### config.mk
export PLATFORM = sky130hd
export DESIGN_NAME = graph_dfs_path_search
export DESIGN_NICKNAME = d
export VERILOG_FILES = /design/src/design/gdfs_pkg.sv /design/src/design/graph_dfs_path_search.sv /design/src/design/gdfs_ram.sv
export SDC_FILE = /design/constraint.sdc
export NUM_CORES = 2
export LEC_CHECK = 0
export BUFFER_PORTS_ARGS = -buffer_cell sky130_fd_sc_hd__buf_2
export CELL_PAD_IN_SITES_DETAIL_PLACEMENT = 2
export CELL_PAD_IN_SITES_GLOBAL_PLACEMENT = 2
export CORE_ASPECT_RATIO = 2
export CORE_MARGIN = 2
export CORE_UTILIZATION = 43
export DETAILED_ROUTE_END_ITERATION = 7
export HOLD_SLACK_MARGIN = 0.15
export MAX_ROUTING_LAYER = met4
export PLACE_DENSITY_LB_ADDON = 0.12
export SLEW_MARGIN = 20
export SYNTH_ARGS = -nofsm -noshare
export SYNTH_HDL_FRONTEND = slang
export SYNTH_SLANG_ARGS = --single-unit
export TNS_END_PERCENT = 1
### constraint.sdc
create_clock -name clk -period 6.1 [get_ports clk]
set_clock_uncertainty 0.2 [all_clocks]
set_input_delay 1.83 -clock clk [delete_from_list [all_inputs] [get_ports clk]]
set_output_delay 1.83 -clock clk [all_outputs]
set_load 0.1 [all_outputs]
### src/design/gdfs_pkg.sv
// Shared types and constants for the graph depth-first path search block.
package gdfs_pkg;

	// Graph dimensions.
	localparam int MAX_VERTICES = 16;
	localparam int VTX_W        = 4;
	localparam int CNT_W        = 5;
	localparam int LABEL_W      = 8;
	localparam int EDGE_W       = 9;
	localparam int ADJ_DEPTH    = MAX_VERTICES * MAX_VERTICES;

	// Operation codes of an input word.
	typedef enum logic [1:0] {
		OP_ADD_VERTEX = 2'd0,
		OP_ADD_EDGE   = 2'd1,
		OP_SEARCH     = 2'd2,
		OP_UNUSED     = 2'd3
	} op_t;

	// Result word kinds.
	typedef enum logic {
		KIND_ACK   = 1'b0,
		KIND_VISIT = 1'b1
	} kind_t;

	// Result status codes.
	typedef enum logic [1:0] {
		STAT_OK        = 2'd0,
		STAT_FULL      = 2'd1,
		STAT_DUPLICATE = 2'd2,
		STAT_BAD_INDEX = 2'd3
	} status_t;

	// Sequencer states.
	typedef enum logic [7:0] {
		ST_IDLE  = 8'b0000_0001,
		ST_EREAD = 8'b0000_0010,
		ST_ECMP  = 8'b0000_0100,
		ST_EAPP  = 8'b0000_1000,
		ST_TOP   = 8'b0001_0000,
		ST_CHK   = 8'b0010_0000,
		ST_VISIT = 8'b0100_0000,
		ST_FLUSH = 8'b1000_0000
	} state_t;

endpackage

### src/design/graph_dfs_path_search.sv
// Top level of the graph store with depth-first path search.
// Add vertex: the result is sent from the flush state once the output register can load.
// Add edge: one adjacency RAM read and one compare per stored successor of the source.
// Search: one adjacency RAM read per entry scanned; edge scans and walk steps share the
// single read port of the adjacency RAM.
// Reset clears counts, totals and control at once; no clearing pass is needed.
module graph_dfs_path_search (
	input  logic                        clk,
	input  logic                        arst_n,
	input  logic                        in_valid,
	output logic                        in_stall,
	input  logic [1:0]                  op,
	input  logic [gdfs_pkg::LABEL_W-1:0] label,
	input  logic [gdfs_pkg::VTX_W-1:0]  from_vertex,
	input  logic [gdfs_pkg::VTX_W-1:0]  to_vertex,
	input  logic [gdfs_pkg::VTX_W-1:0]  start_vertex,
	input  logic [gdfs_pkg::VTX_W-1:0]  target_vertex,
	output logic                        out_valid,
	input  logic                        out_stall,
	output logic                        kind,
	output logic [gdfs_pkg::VTX_W-1:0]  vertex_index,
	output logic [gdfs_pkg::LABEL_W-1:0] vertex_label,
	output logic                        found,
	output logic [1:0]                  status,
	output logic [gdfs_pkg::EDGE_W-1:0] edge_total,
	output logic                        last
);

	localparam int AW = $clog2(gdfs_pkg::ADJ_DEPTH);

	gdfs_pkg::state_t state_q;

	// Graph store.
	logic [gdfs_pkg::LABEL_W-1:0] labels_q [gdfs_pkg::MAX_VERTICES];
	logic [gdfs_pkg::CNT_W-1:0]   counts_q [gdfs_pkg::MAX_VERTICES];
	logic [gdfs_pkg::CNT_W-1:0]   vtx_total_q;
	logic [gdfs_pkg::EDGE_W-1:0]  edge_q;

	// Walk state.
	logic [gdfs_pkg::MAX_VERTICES-1:0] visited_q;
	logic [gdfs_pkg::VTX_W-1:0]        stack_v_q [gdfs_pkg::MAX_VERTICES];
	logic [gdfs_pkg::CNT_W-1:0]        stack_p_q [gdfs_pkg::MAX_VERTICES];
	logic [gdfs_pkg::CNT_W-1:0]        depth_q;
	logic                              hit_q;
	logic [gdfs_pkg::VTX_W-1:0]        target_q;
	logic [gdfs_pkg::VTX_W-1:0]        next_q;

	// Edge scan state.
	logic [gdfs_pkg::VTX_W-1:0] from_q;
	logic [gdfs_pkg::VTX_W-1:0] to_q;
	logic [gdfs_pkg::VTX_W-1:0] idx_q;

	// Pending result word, held until the next one or the end of the item is known.
	gdfs_pkg::kind_t              p_kind_q;
	logic [gdfs_pkg::VTX_W-1:0]   p_idx_q;
	logic [gdfs_pkg::LABEL_W-1:0] p_label_q;
	gdfs_pkg::status_t            p_status_q;

	// Output register.
	logic                         out_valid_q;
	gdfs_pkg::kind_t              o_kind_q;
	logic [gdfs_pkg::VTX_W-1:0]   o_idx_q;
	logic [gdfs_pkg::LABEL_W-1:0] o_label_q;
	logic                         o_found_q;
	gdfs_pkg::status_t            o_status_q;
	logic [gdfs_pkg::EDGE_W-1:0]  o_edge_q;
	logic                         o_last_q;

	// Adjacency RAM signals.
	logic                       ram_we;
	logic [AW-1:0]              ram_waddr;
	logic                       ram_re;
	logic [AW-1:0]              ram_raddr;
	logic [gdfs_pkg::VTX_W-1:0] ram_rdata;

	// Combinational views.
	logic                       accept;
	logic                       can_load;
	logic                       out_load;
	logic [gdfs_pkg::CNT_W-1:0] depth_m1;
	logic [gdfs_pkg::VTX_W-1:0] top_idx;
	logic [gdfs_pkg::VTX_W-1:0] top_v;
	logic [gdfs_pkg::CNT_W-1:0] top_p;
	logic [gdfs_pkg::CNT_W-1:0] top_cnt;
	logic                       top_more;
	logic [gdfs_pkg::CNT_W-1:0] from_cnt;
	logic [gdfs_pkg::CNT_W-1:0] idx_next;
	logic                       in_search_range;
	logic                       in_edge_range;

	assign in_stall = (state_q != gdfs_pkg::ST_IDLE);
	assign accept   = in_valid && !in_stall;
	assign can_load = !out_valid_q || !out_stall;
	assign out_load = can_load
		&& ((state_q == gdfs_pkg::ST_VISIT) || (state_q == gdfs_pkg::ST_FLUSH));

	// Top-of-stack frame and the successor count of its vertex.
	assign depth_m1 = depth_q - gdfs_pkg::CNT_W'(1);
	assign top_idx  = depth_m1[gdfs_pkg::VTX_W-1:0];
	assign top_v    = stack_v_q[top_idx];
	assign top_p    = stack_p_q[top_idx];
	assign top_cnt  = counts_q[top_v];
	assign top_more = (depth_q != '0) && (top_p < top_cnt);

	assign from_cnt = counts_q[from_q];
	assign idx_next = {1'b0, idx_q} + gdfs_pkg::CNT_W'(1);

	assign in_search_range = ({1'b0, start_vertex} < vtx_total_q)
		&& ({1'b0, target_vertex} < vtx_total_q);
	assign in_edge_range = ({1'b0, from_vertex} < vtx_total_q)
		&& ({1'b0, to_vertex} < vtx_total_q);

	// Adjacency RAM port control: edge scans and walk steps share the read port.
	always_comb begin
		ram_we    = (state_q == gdfs_pkg::ST_EAPP)
			&& (from_cnt < gdfs_pkg::CNT_W'(gdfs_pkg::MAX_VERTICES));
		ram_waddr = {from_q, from_cnt[gdfs_pkg::VTX_W-1:0]};
		if (state_q == gdfs_pkg::ST_EREAD) begin
			ram_re    = 1'b1;
			ram_raddr = {from_q, idx_q};
		end else begin
			ram_re    = (state_q == gdfs_pkg::ST_TOP) && top_more;
			ram_raddr = {top_v, top_p[gdfs_pkg::VTX_W-1:0]};
		end
	end

	gdfs_ram #(
		.WIDTH(gdfs_pkg::VTX_W),
		.DEPTH(gdfs_pkg::ADJ_DEPTH)
	) u_adj_ram (
		.clk   (clk),
		.we    (ram_we),
		.waddr (ram_waddr),
		.wdata (to_q),
		.re    (ram_re),
		.raddr (ram_raddr),
		.rdata (ram_rdata)
	);

	// Payload registers of the graph store and the walk stack.
	always_ff @(posedge clk) begin
		if (accept && (op == gdfs_pkg::OP_ADD_VERTEX)
				&& (vtx_total_q < gdfs_pkg::CNT_W'(gdfs_pkg::MAX_VERTICES))) begin
			labels_q[vtx_total_q[gdfs_pkg::VTX_W-1:0]] <= label;
		end
		if (accept && (op == gdfs_pkg::OP_SEARCH)) begin
			stack_v_q[0] <= start_vertex;
			stack_p_q[0] <= '0;
		end
		if ((state_q == gdfs_pkg::ST_TOP) && top_more) begin
			stack_p_q[top_idx] <= top_p + gdfs_pkg::CNT_W'(1);
		end
		if ((state_q == gdfs_pkg::ST_VISIT) && can_load && (next_q != target_q)
				&& (depth_q < gdfs_pkg::CNT_W'(gdfs_pkg::MAX_VERTICES))) begin
			stack_v_q[depth_q[gdfs_pkg::VTX_W-1:0]] <= next_q;
			stack_p_q[depth_q[gdfs_pkg::VTX_W-1:0]] <= '0;
		end
	end

	// Sequencer, counters and result registers.
	always_ff @(posedge clk or negedge arst_n) begin
		if (!arst_n) begin
			state_q     <= gdfs_pkg::ST_IDLE;
			vtx_total_q <= '0;
			edge_q      <= '0;
			visited_q   <= '0;
			depth_q     <= '0;
			hit_q       <= 1'b0;
			out_valid_q <= 1'b0;
			for (int i = 0; i < gdfs_pkg::MAX_VERTICES; i++) begin
				counts_q[i] <= '0;
			end
		end else begin
			// The output word is taken and no new word is loaded behind it.
			if (out_valid_q && !out_stall && !out_load) begin
				out_valid_q <= 1'b0;
			end

			unique case (state_q)
				gdfs_pkg::ST_IDLE: begin
					if (accept) begin
						hit_q    <= (op == gdfs_pkg::OP_SEARCH) && in_search_range
							&& (start_vertex == target_vertex);
						from_q   <= from_vertex;
						to_q     <= to_vertex;
						target_q <= target_vertex;
						idx_q    <= '0;
						case (op)
							gdfs_pkg::OP_ADD_VERTEX: begin
								p_kind_q  <= gdfs_pkg::KIND_ACK;
								p_label_q <= label;
								state_q   <= gdfs_pkg::ST_FLUSH;
								if (vtx_total_q < gdfs_pkg::CNT_W'(gdfs_pkg::MAX_VERTICES)) begin
									counts_q[vtx_total_q[gdfs_pkg::VTX_W-1:0]] <= '0;
									vtx_total_q <= vtx_total_q + gdfs_pkg::CNT_W'(1);
									p_idx_q     <= vtx_total_q[gdfs_pkg::VTX_W-1:0];
									p_status_q  <= gdfs_pkg::STAT_OK;
								end else begin
									p_idx_q    <= '0;
									p_status_q <= gdfs_pkg::STAT_FULL;
								end
							end
							gdfs_pkg::OP_ADD_EDGE: begin
								p_kind_q  <= gdfs_pkg::KIND_ACK;
								p_idx_q   <= from_vertex;
								p_label_q <= '0;
								if (!in_edge_range) begin
									p_status_q <= gdfs_pkg::STAT_BAD_INDEX;
									state_q    <= gdfs_pkg::ST_FLUSH;
								end else if (counts_q[from_vertex] == '0) begin
									state_q <= gdfs_pkg::ST_EAPP;
								end else begin
									state_q <= gdfs_pkg::ST_EREAD;
								end
							end
							gdfs_pkg::OP_SEARCH: begin
								p_kind_q <= gdfs_pkg::KIND_VISIT;
								p_idx_q  <= start_vertex;
								if (!in_search_range) begin
									p_label_q  <= '0;
									p_status_q <= gdfs_pkg::STAT_BAD_INDEX;
									state_q    <= gdfs_pkg::ST_FLUSH;
								end else begin
									p_label_q  <= labels_q[start_vertex];
									p_status_q <= gdfs_pkg::STAT_OK;
									visited_q  <= gdfs_pkg::MAX_VERTICES'(1) << start_vertex;
									depth_q    <= gdfs_pkg::CNT_W'(1);
									if (start_vertex == target_vertex) begin
										state_q <= gdfs_pkg::ST_FLUSH;
									end else begin
										state_q <= gdfs_pkg::ST_TOP;
									end
								end
							end
							default: begin
								state_q <= gdfs_pkg::ST_IDLE;
							end
						endcase
					end
				end

				// Read one stored successor of the edge source.
				gdfs_pkg::ST_EREAD: begin
					state_q <= gdfs_pkg::ST_ECMP;
				end

				// Compare it with the new destination.
				gdfs_pkg::ST_ECMP: begin
					if (ram_rdata == to_q) begin
						p_status_q <= gdfs_pkg::STAT_DUPLICATE;
						state_q    <= gdfs_pkg::ST_FLUSH;
					end else if (idx_next >= from_cnt) begin
						state_q <= gdfs_pkg::ST_EAPP;
					end else begin
						idx_q   <= idx_next[gdfs_pkg::VTX_W-1:0];
						state_q <= gdfs_pkg::ST_EREAD;
					end
				end

				// Append the edge; the RAM write happens in this cycle.
				gdfs_pkg::ST_EAPP: begin
					if (from_cnt < gdfs_pkg::CNT_W'(gdfs_pkg::MAX_VERTICES)) begin
						counts_q[from_q] <= from_cnt + gdfs_pkg::CNT_W'(1);
						edge_q           <= edge_q + gdfs_pkg::EDGE_W'(1);
					end
					p_status_q <= gdfs_pkg::STAT_OK;
					state_q    <= gdfs_pkg::ST_FLUSH;
				end

				// Fetch the next successor of the top frame, or pop it.
				gdfs_pkg::ST_TOP: begin
					if (depth_q == '0) begin
						state_q <= gdfs_pkg::ST_FLUSH;
					end else if (top_more) begin
						state_q <= gdfs_pkg::ST_CHK;
					end else begin
						depth_q <= depth_m1;
					end
				end

				// Skip a successor that was already visited.
				gdfs_pkg::ST_CHK: begin
					if (visited_q[ram_rdata]) begin
						state_q <= gdfs_pkg::ST_TOP;
					end else begin
						visited_q[ram_rdata] <= 1'b1;
						next_q               <= ram_rdata;
						state_q              <= gdfs_pkg::ST_VISIT;
					end
				end

				// Send the previous report and hold the new vertex as pending.
				gdfs_pkg::ST_VISIT: begin
					if (can_load) begin
						out_valid_q <= 1'b1;
						o_kind_q    <= p_kind_q;
						o_idx_q     <= p_idx_q;
						o_label_q   <= p_label_q;
						o_found_q   <= 1'b0;
						o_status_q  <= p_status_q;
						o_edge_q    <= edge_q;
						o_last_q    <= 1'b0;
						p_idx_q     <= next_q;
						p_label_q   <= labels_q[next_q];
						p_status_q  <= gdfs_pkg::STAT_OK;
						if (next_q == target_q) begin
							hit_q   <= 1'b1;
							state_q <= gdfs_pkg::ST_FLUSH;
						end else begin
							if (depth_q < gdfs_pkg::CNT_W'(gdfs_pkg::MAX_VERTICES)) begin
								depth_q <= depth_q + gdfs_pkg::CNT_W'(1);
							end
							state_q <= gdfs_pkg::ST_TOP;
						end
					end
				end

				// Send the pending word as the final result of the item.
				gdfs_pkg::ST_FLUSH: begin
					if (can_load) begin
						out_valid_q <= 1'b1;
						o_kind_q    <= p_kind_q;
						o_idx_q     <= p_idx_q;
						o_label_q   <= p_label_q;
						o_found_q   <= hit_q;
						o_status_q  <= p_status_q;
						o_edge_q    <= edge_q;
						o_last_q    <= 1'b1;
						state_q     <= gdfs_pkg::ST_IDLE;
					end
				end

				default: begin
					state_q <= gdfs_pkg::ST_IDLE;
				end
			endcase
		end
	end

	assign out_valid    = out_valid_q;
	assign kind         = o_kind_q;
	assign vertex_index = o_idx_q;
	assign vertex_label = o_label_q;
	assign found        = o_found_q;
	assign status       = o_status_q;
	assign edge_total   = o_edge_q;
	assign last         = o_last_q;

	// The walk stack never holds more frames than the maximum vertex count.
	assert property (@(posedge clk) disable iff (!arst_n)
		depth_q <= gdfs_pkg::CNT_W'(gdfs_pkg::MAX_VERTICES))
		else $error("walk stack depth exceeds vertex count");

	// Found is only reported on the final word of an item.
	assert property (@(posedge clk) disable iff (!arst_n)
		out_valid && found |-> last)
		else $error("found set on a word that is not last");

	// The edge total only ever grows by one at a time.
	assert property (@(posedge clk) disable iff (!arst_n)
		edge_q != $past(edge_q) |-> edge_q == $past(edge_q) + gdfs_pkg::EDGE_W'(1))
		else $error("edge total changed by more than one");

	// A vertex about to be reported has been marked visited.
	assert property (@(posedge clk) disable iff (!arst_n)
		state_q == gdfs_pkg::ST_VISIT |-> visited_q[next_q])
		else $error("reported vertex is not marked visited");

endmodule

### src/design/gdfs_ram.sv
// Generic simple dual-port RAM with one write port and a registered read port.
module gdfs_ram #(
	parameter int WIDTH = 8,
	parameter int DEPTH = 256
) (
	input  logic                     clk,
	input  logic                     we,
	input  logic [$clog2(DEPTH)-1:0] waddr,
	input  logic [WIDTH-1:0]         wdata,
	input  logic                     re,
	input  logic [$clog2(DEPTH)-1:0] raddr,
	output logic [WIDTH-1:0]         rdata
);

	logic [WIDTH-1:0] mem_q [DEPTH];
	logic [WIDTH-1:0] rdata_q;

	// Write port.
	always_ff @(posedge clk) begin
		if (we) begin
			mem_q[waddr] <= wdata;
		end
	end

	// Registered read port.
	always_ff @(posedge clk) begin
		if (re) begin
			rdata_q <= mem_q[raddr];
		end
	end

	assign rdata = rdata_q;

endmodule
==> results.md <==
Run status:
- The flow ran to the end, and the final reports show no timing, DRC or antenna violations.

STA:
- Setup repair after global routing could not meet its margin everywhere.
- The relative slew slack is 17.1%.
- The final number of setup-violating endpoints is 0.
- Dividing the final minimum period by the clock period gives 98.0%.
- Adding up every negative setup slack in the final design gives 0 ns.
- The number of endpoints with negative hold slack in the final report was 0.
- The number of max-slew violations in the final report was 0.
- At the pin with the least slew margin, the transition time is 1.24 ns.
- The minimum period implied by the final worst setup slack is 5.98 ns.
- The maximum clock rate is 167 MHz.

Cells and area:
- The finished layout holds 6209 standard cells, fillers aside.
- The finished cells cover 71300 um^2.
- In the layout the commonest cells are sky130_fd_sc_hd__edfxtp_1, sky130_fd_sc_hd__nand2_1, sky130_fd_sc_hd__nor2_1.
- The post-route netlist has 20.0% of its cells at a drive strength greater than 1.
- The area occupied by registers is 44100 um^2.
- The footprint of the multi-input gates is 18300 um^2.
- The core occupancy in the finished layout is 48.6%.
- Counting the fill cells in the layout gives 13596.
- Compared with the post-synthesis result, the final layout area differs by 12.3%.
- At the end of the flow, the number of nets in the layout was 4273.
- Leaving out fill and tap cells, the most frequent cell in the layout is sky130_fd_sc_hd__edfxtp_1.

Global routing:
- The number of global-route vias before repair is 43193.
- The first global-routing pass estimated 315 mm of wire.
- Global routing used 30.4% of the available tracks across all layers.
- The maximum number of pins on one net before global-route repair is 106.
- The initial antenna violation count came to 1.
- Global routing finished with a remaining overflow of 0.

Clock tree:
- The clock passes through at most 4 buffers.
- The hold-fix buffer count after cts is 0.
- The clock network latency to the later pin of the worst-skew pair is 0.81 ns.
- The CTS H-tree depth is 4.
- After clock tree synthesis, the clock-pin slew on the worst setup and hold paths is 0.07 ns.
- TritonCTS built the clock tree.
- The number of buffers inserted during clock tree synthesis is 145.
- The clock drives 1490 sinks.
- The cell at the root of the clock tree is sky130_fd_sc_hd__clkbuf_16.

Hold path:
- The class of the tightest hold or removal check is reg2reg.
- The worst hold path terminates at status[0].
- The worst hold path was traced through 0 stages.
- The worst min-delay path startpoint is p_status_q[0].

Synth:
- Of all flip-flops after synthesis, the portion carrying an async set or reset was 8.39%.
- The share of the Yosys chip area taken by registers is 69.4%.
- When the netlist entered floorplanning its net count stood at 4123.
- The number of warnings reported in the yosys synthesis log is 0.
- For this run, the leading register cell type out of synthesis is sky130_fd_sc_hd__edfxtp_1.
- The number of storage elements in the synthesis netlist is 1490.
- The synthesized area per cell is 15.7 um^2.
- The distinct cell type count of the synthesized netlist is 80.
- After synthesis the cells add up to 63500 um^2.
- The number of flops mapped to enable cells by yosys is 1361.
- Synthesis produced a netlist whose cell count is 4054.

Routing:
- The DRC marker count from the first detailed-route iteration is 3013.
- The first-pass iteration count of the detailed router is 7.
- The per-cell routed wire length is 35.4 um.
- The routed wire length is 220 mm.
- The count of nets left with antenna violations once routing finished came out at 0.
- The post-route DRC violation count is 0.
- In the routed layout, each cell is associated on average with a via count of 6.18.
- The via count of the routed design is 38378.

Critical path:
- The worst setup path is captured at a register.
- The arrival time of the worst setup path is 6.30 ns.
- The kind of start point of the critical path is a register.
- The required time of the worst setup path is 6.42 ns.
- The worst register-to-register path begins at depth_q[0].
- In this run the critical register-to-register path is captured at stack_p_q[1][2].
- The largest fanout of any net on the critical path is 22.
- The worst setup path is of the reg2reg kind.
- The worst setup slack for register-to-register paths is 0.12 ns.
- The worst reg-to-reg path cell count is 20.

Floorplanning:
- Measured along the y axis, the die boundary spans 548 um.
- The die covers 151000 um^2.
- 58 I/O pins were placed.
- The core footprint is 147000 um^2.
- Measured along the x axis, the die boundary spans 276 um.
- The initial core utilization is 43.2%.
- The count of standard-cell rows is 199.

Pwr:
- The power per cell area is 537 nW/um^2.
- The peak ir drop on the vdd network is 508 uV.
- The analysis attributes to cell leakage a power of 23.5 nW.
- The total chip power is 38.3 mW.

Placed design:
- The detailed placement HPWL is 151 mm.
- The area after detailed placement is 66800 um^2.
- The weighted congestion at the end of routability-driven global placement is 0.904.
- After detailed placement, the design holds a cell count of 5964.
- In this run the tool buffered the top-level ports with 57 buffer cells.

Run:
- The number of violations of the max-capacitance limit is 0.
-- how the worst max path moves through the flow --
stage	start	to	slack, ns
2_1_floorplan	depth_q[0]	stack_p_q[2][0]	0.008
4_1_cts	depth_q[0]	stack_p_q[15][0]	-0.003
6_report	depth_q[0]	stack_p_q[1][2]	0.12
3_5_place_dp	depth_q[1]	stack_p_q[12][1]	-0.19
5_1_grt	depth_q[0]	stack_p_q[12][3]	-0.02
3_3_place_gp	depth_q[1]	stack_p_q[12][1]	-0.03
-- cell type report --
| class | instances | share of cell area, % |
|---|---|---|
| flip-flops and latches | 1490 | 61.8 |
| clock buffers | 175 | 5.33 |
| repair buffers | 260 | 2.82 |
| well taps | 1909 | 3.35 |
| inverters | 33 | 0.177 |
| clock inverters | 66 | 0.865 |
| diodes | 2 | 0.00702 |
| multi-input cells | 2274 | 25.6 |
-- logic make-up after synthesis --
| family | synth area share (%) |
|---|---|
| flip-flops | 69.4 |
| AND/OR/NAND/NOR | 7.98 |
| buffers and inverters | 2.14 |
| XOR/XNOR | 0.479 |
| adder cells (fa/ha/maj) | 0.768 |
| AO/OA/AOI/OAI | 6.24 |
| multiplexers | 13.0 |
-- routing by layer --
metal  track usage (%)  up-vias  part of all wire, %
li1                  -    16124                    -
met1              30.7    20528                   33
met2              56.0     1171                   56
met3              3.00      555                  3.4
met4              17.7        0                  7.2
met5                 -        -                    0
-- cells in the mapped netlist (all sizes together), types with 25 or more instances --
| cell | instances | share of area (%) |
|---|---|---|
| a211oi | 83 | 0.99 |
| a21oi | 165 | 1.3 |
| a22oi | 88 | 1.0 |
| buf | 123 | 1.2 |
| clkbuf | 134 | 0.79 |
| dfrtp | 124 | 4.9 |
| edfxtp | 1361 | 64 |
| ha | 39 | 0.77 |
| inv | 33 | 0.20 |
| mux2i | 66 | 1.1 |
| mux4 | 327 | 12 |
| nand2 | 492 | 2.9 |
| nand3 | 107 | 0.84 |
| nor2 | 380 | 2.3 |
| nor3 | 45 | 0.35 |
| nor4 | 32 | 0.35 |
| o21ai | 125 | 0.98 |
| o22ai | 25 | 0.25 |
-- power by group --
group	leakage [nW]	internal (mW)	switching (mW)
combinational	7.54	6.37	11.4
sequential	13.8	11.5	0.236
clock	2.15	4.90	3.92
total	23.5	22.8	15.5
-- stage by stage --
stage / hold slack (ns) / setup slack (ns)
after detailed placement: 0.206 / -0.192
after global placement: 0.208 / -0.0307
after global routing: 0.207 / -0.0160
final: 0.204 / 0.123
after CTS: 0.202 / -0.00261
after floorplan: 0.200 / 0.00817
-- registers in the layout, indices dropped and copies added, names as in the netlist, 5 cells and up, named ones only --
signal and count:
labels_q 128, vertex_label 8, stack_p_q 80, depth_q 5
p_label_q 8, visited_q 16, edge_q 9, vtx_total_q 5
edge_total 9, state_q 8, counts_q 80, u_adj_ram.mem_q 1024
stack_v_q 64
-- critical path, cell delays in order (launching register included) --
cell                       delay, ns
sky130_fd_sc_hd__dfrtp_2        0.42
sky130_fd_sc_hd__buf_4          0.19
sky130_fd_sc_hd__or4_4          0.53
sky130_fd_sc_hd__nand2_2        0.15
sky130_fd_sc_hd__mux4_2         0.56
sky130_fd_sc_hd__buf_12         0.19
sky130_fd_sc_hd__mux4_2         0.45
sky130_fd_sc_hd__mux2_2         0.29
sky130_fd_sc_hd__a21oi_2        0.20
sky130_fd_sc_hd__ha_1           0.29
sky130_fd_sc_hd__a21o_1         0.18
sky130_fd_sc_hd__a21o_1         0.17
sky130_fd_sc_hd__a21o_1         0.22
sky130_fd_sc_hd__nor2_2         0.11
sky130_fd_sc_hd__and4_1         0.21
sky130_fd_sc_hd__a221oi_1       0.10
sky130_fd_sc_hd__a211o_2        0.41
sky130_fd_sc_hd__inv_4          0.14
sky130_fd_sc_hd__nand3_1        0.17
sky130_fd_sc_hd__a211oi_2       0.29
sky130_fd_sc_hd__buf_4          0.19
-- repair_timing --
action	in CTS	in global routing
buffers inserted	1	1
setup endpoints to repair	98	94
resized for setup	11	7
pin swaps	2	3
No activity file was read; power rests on OpenSTA's default activity.
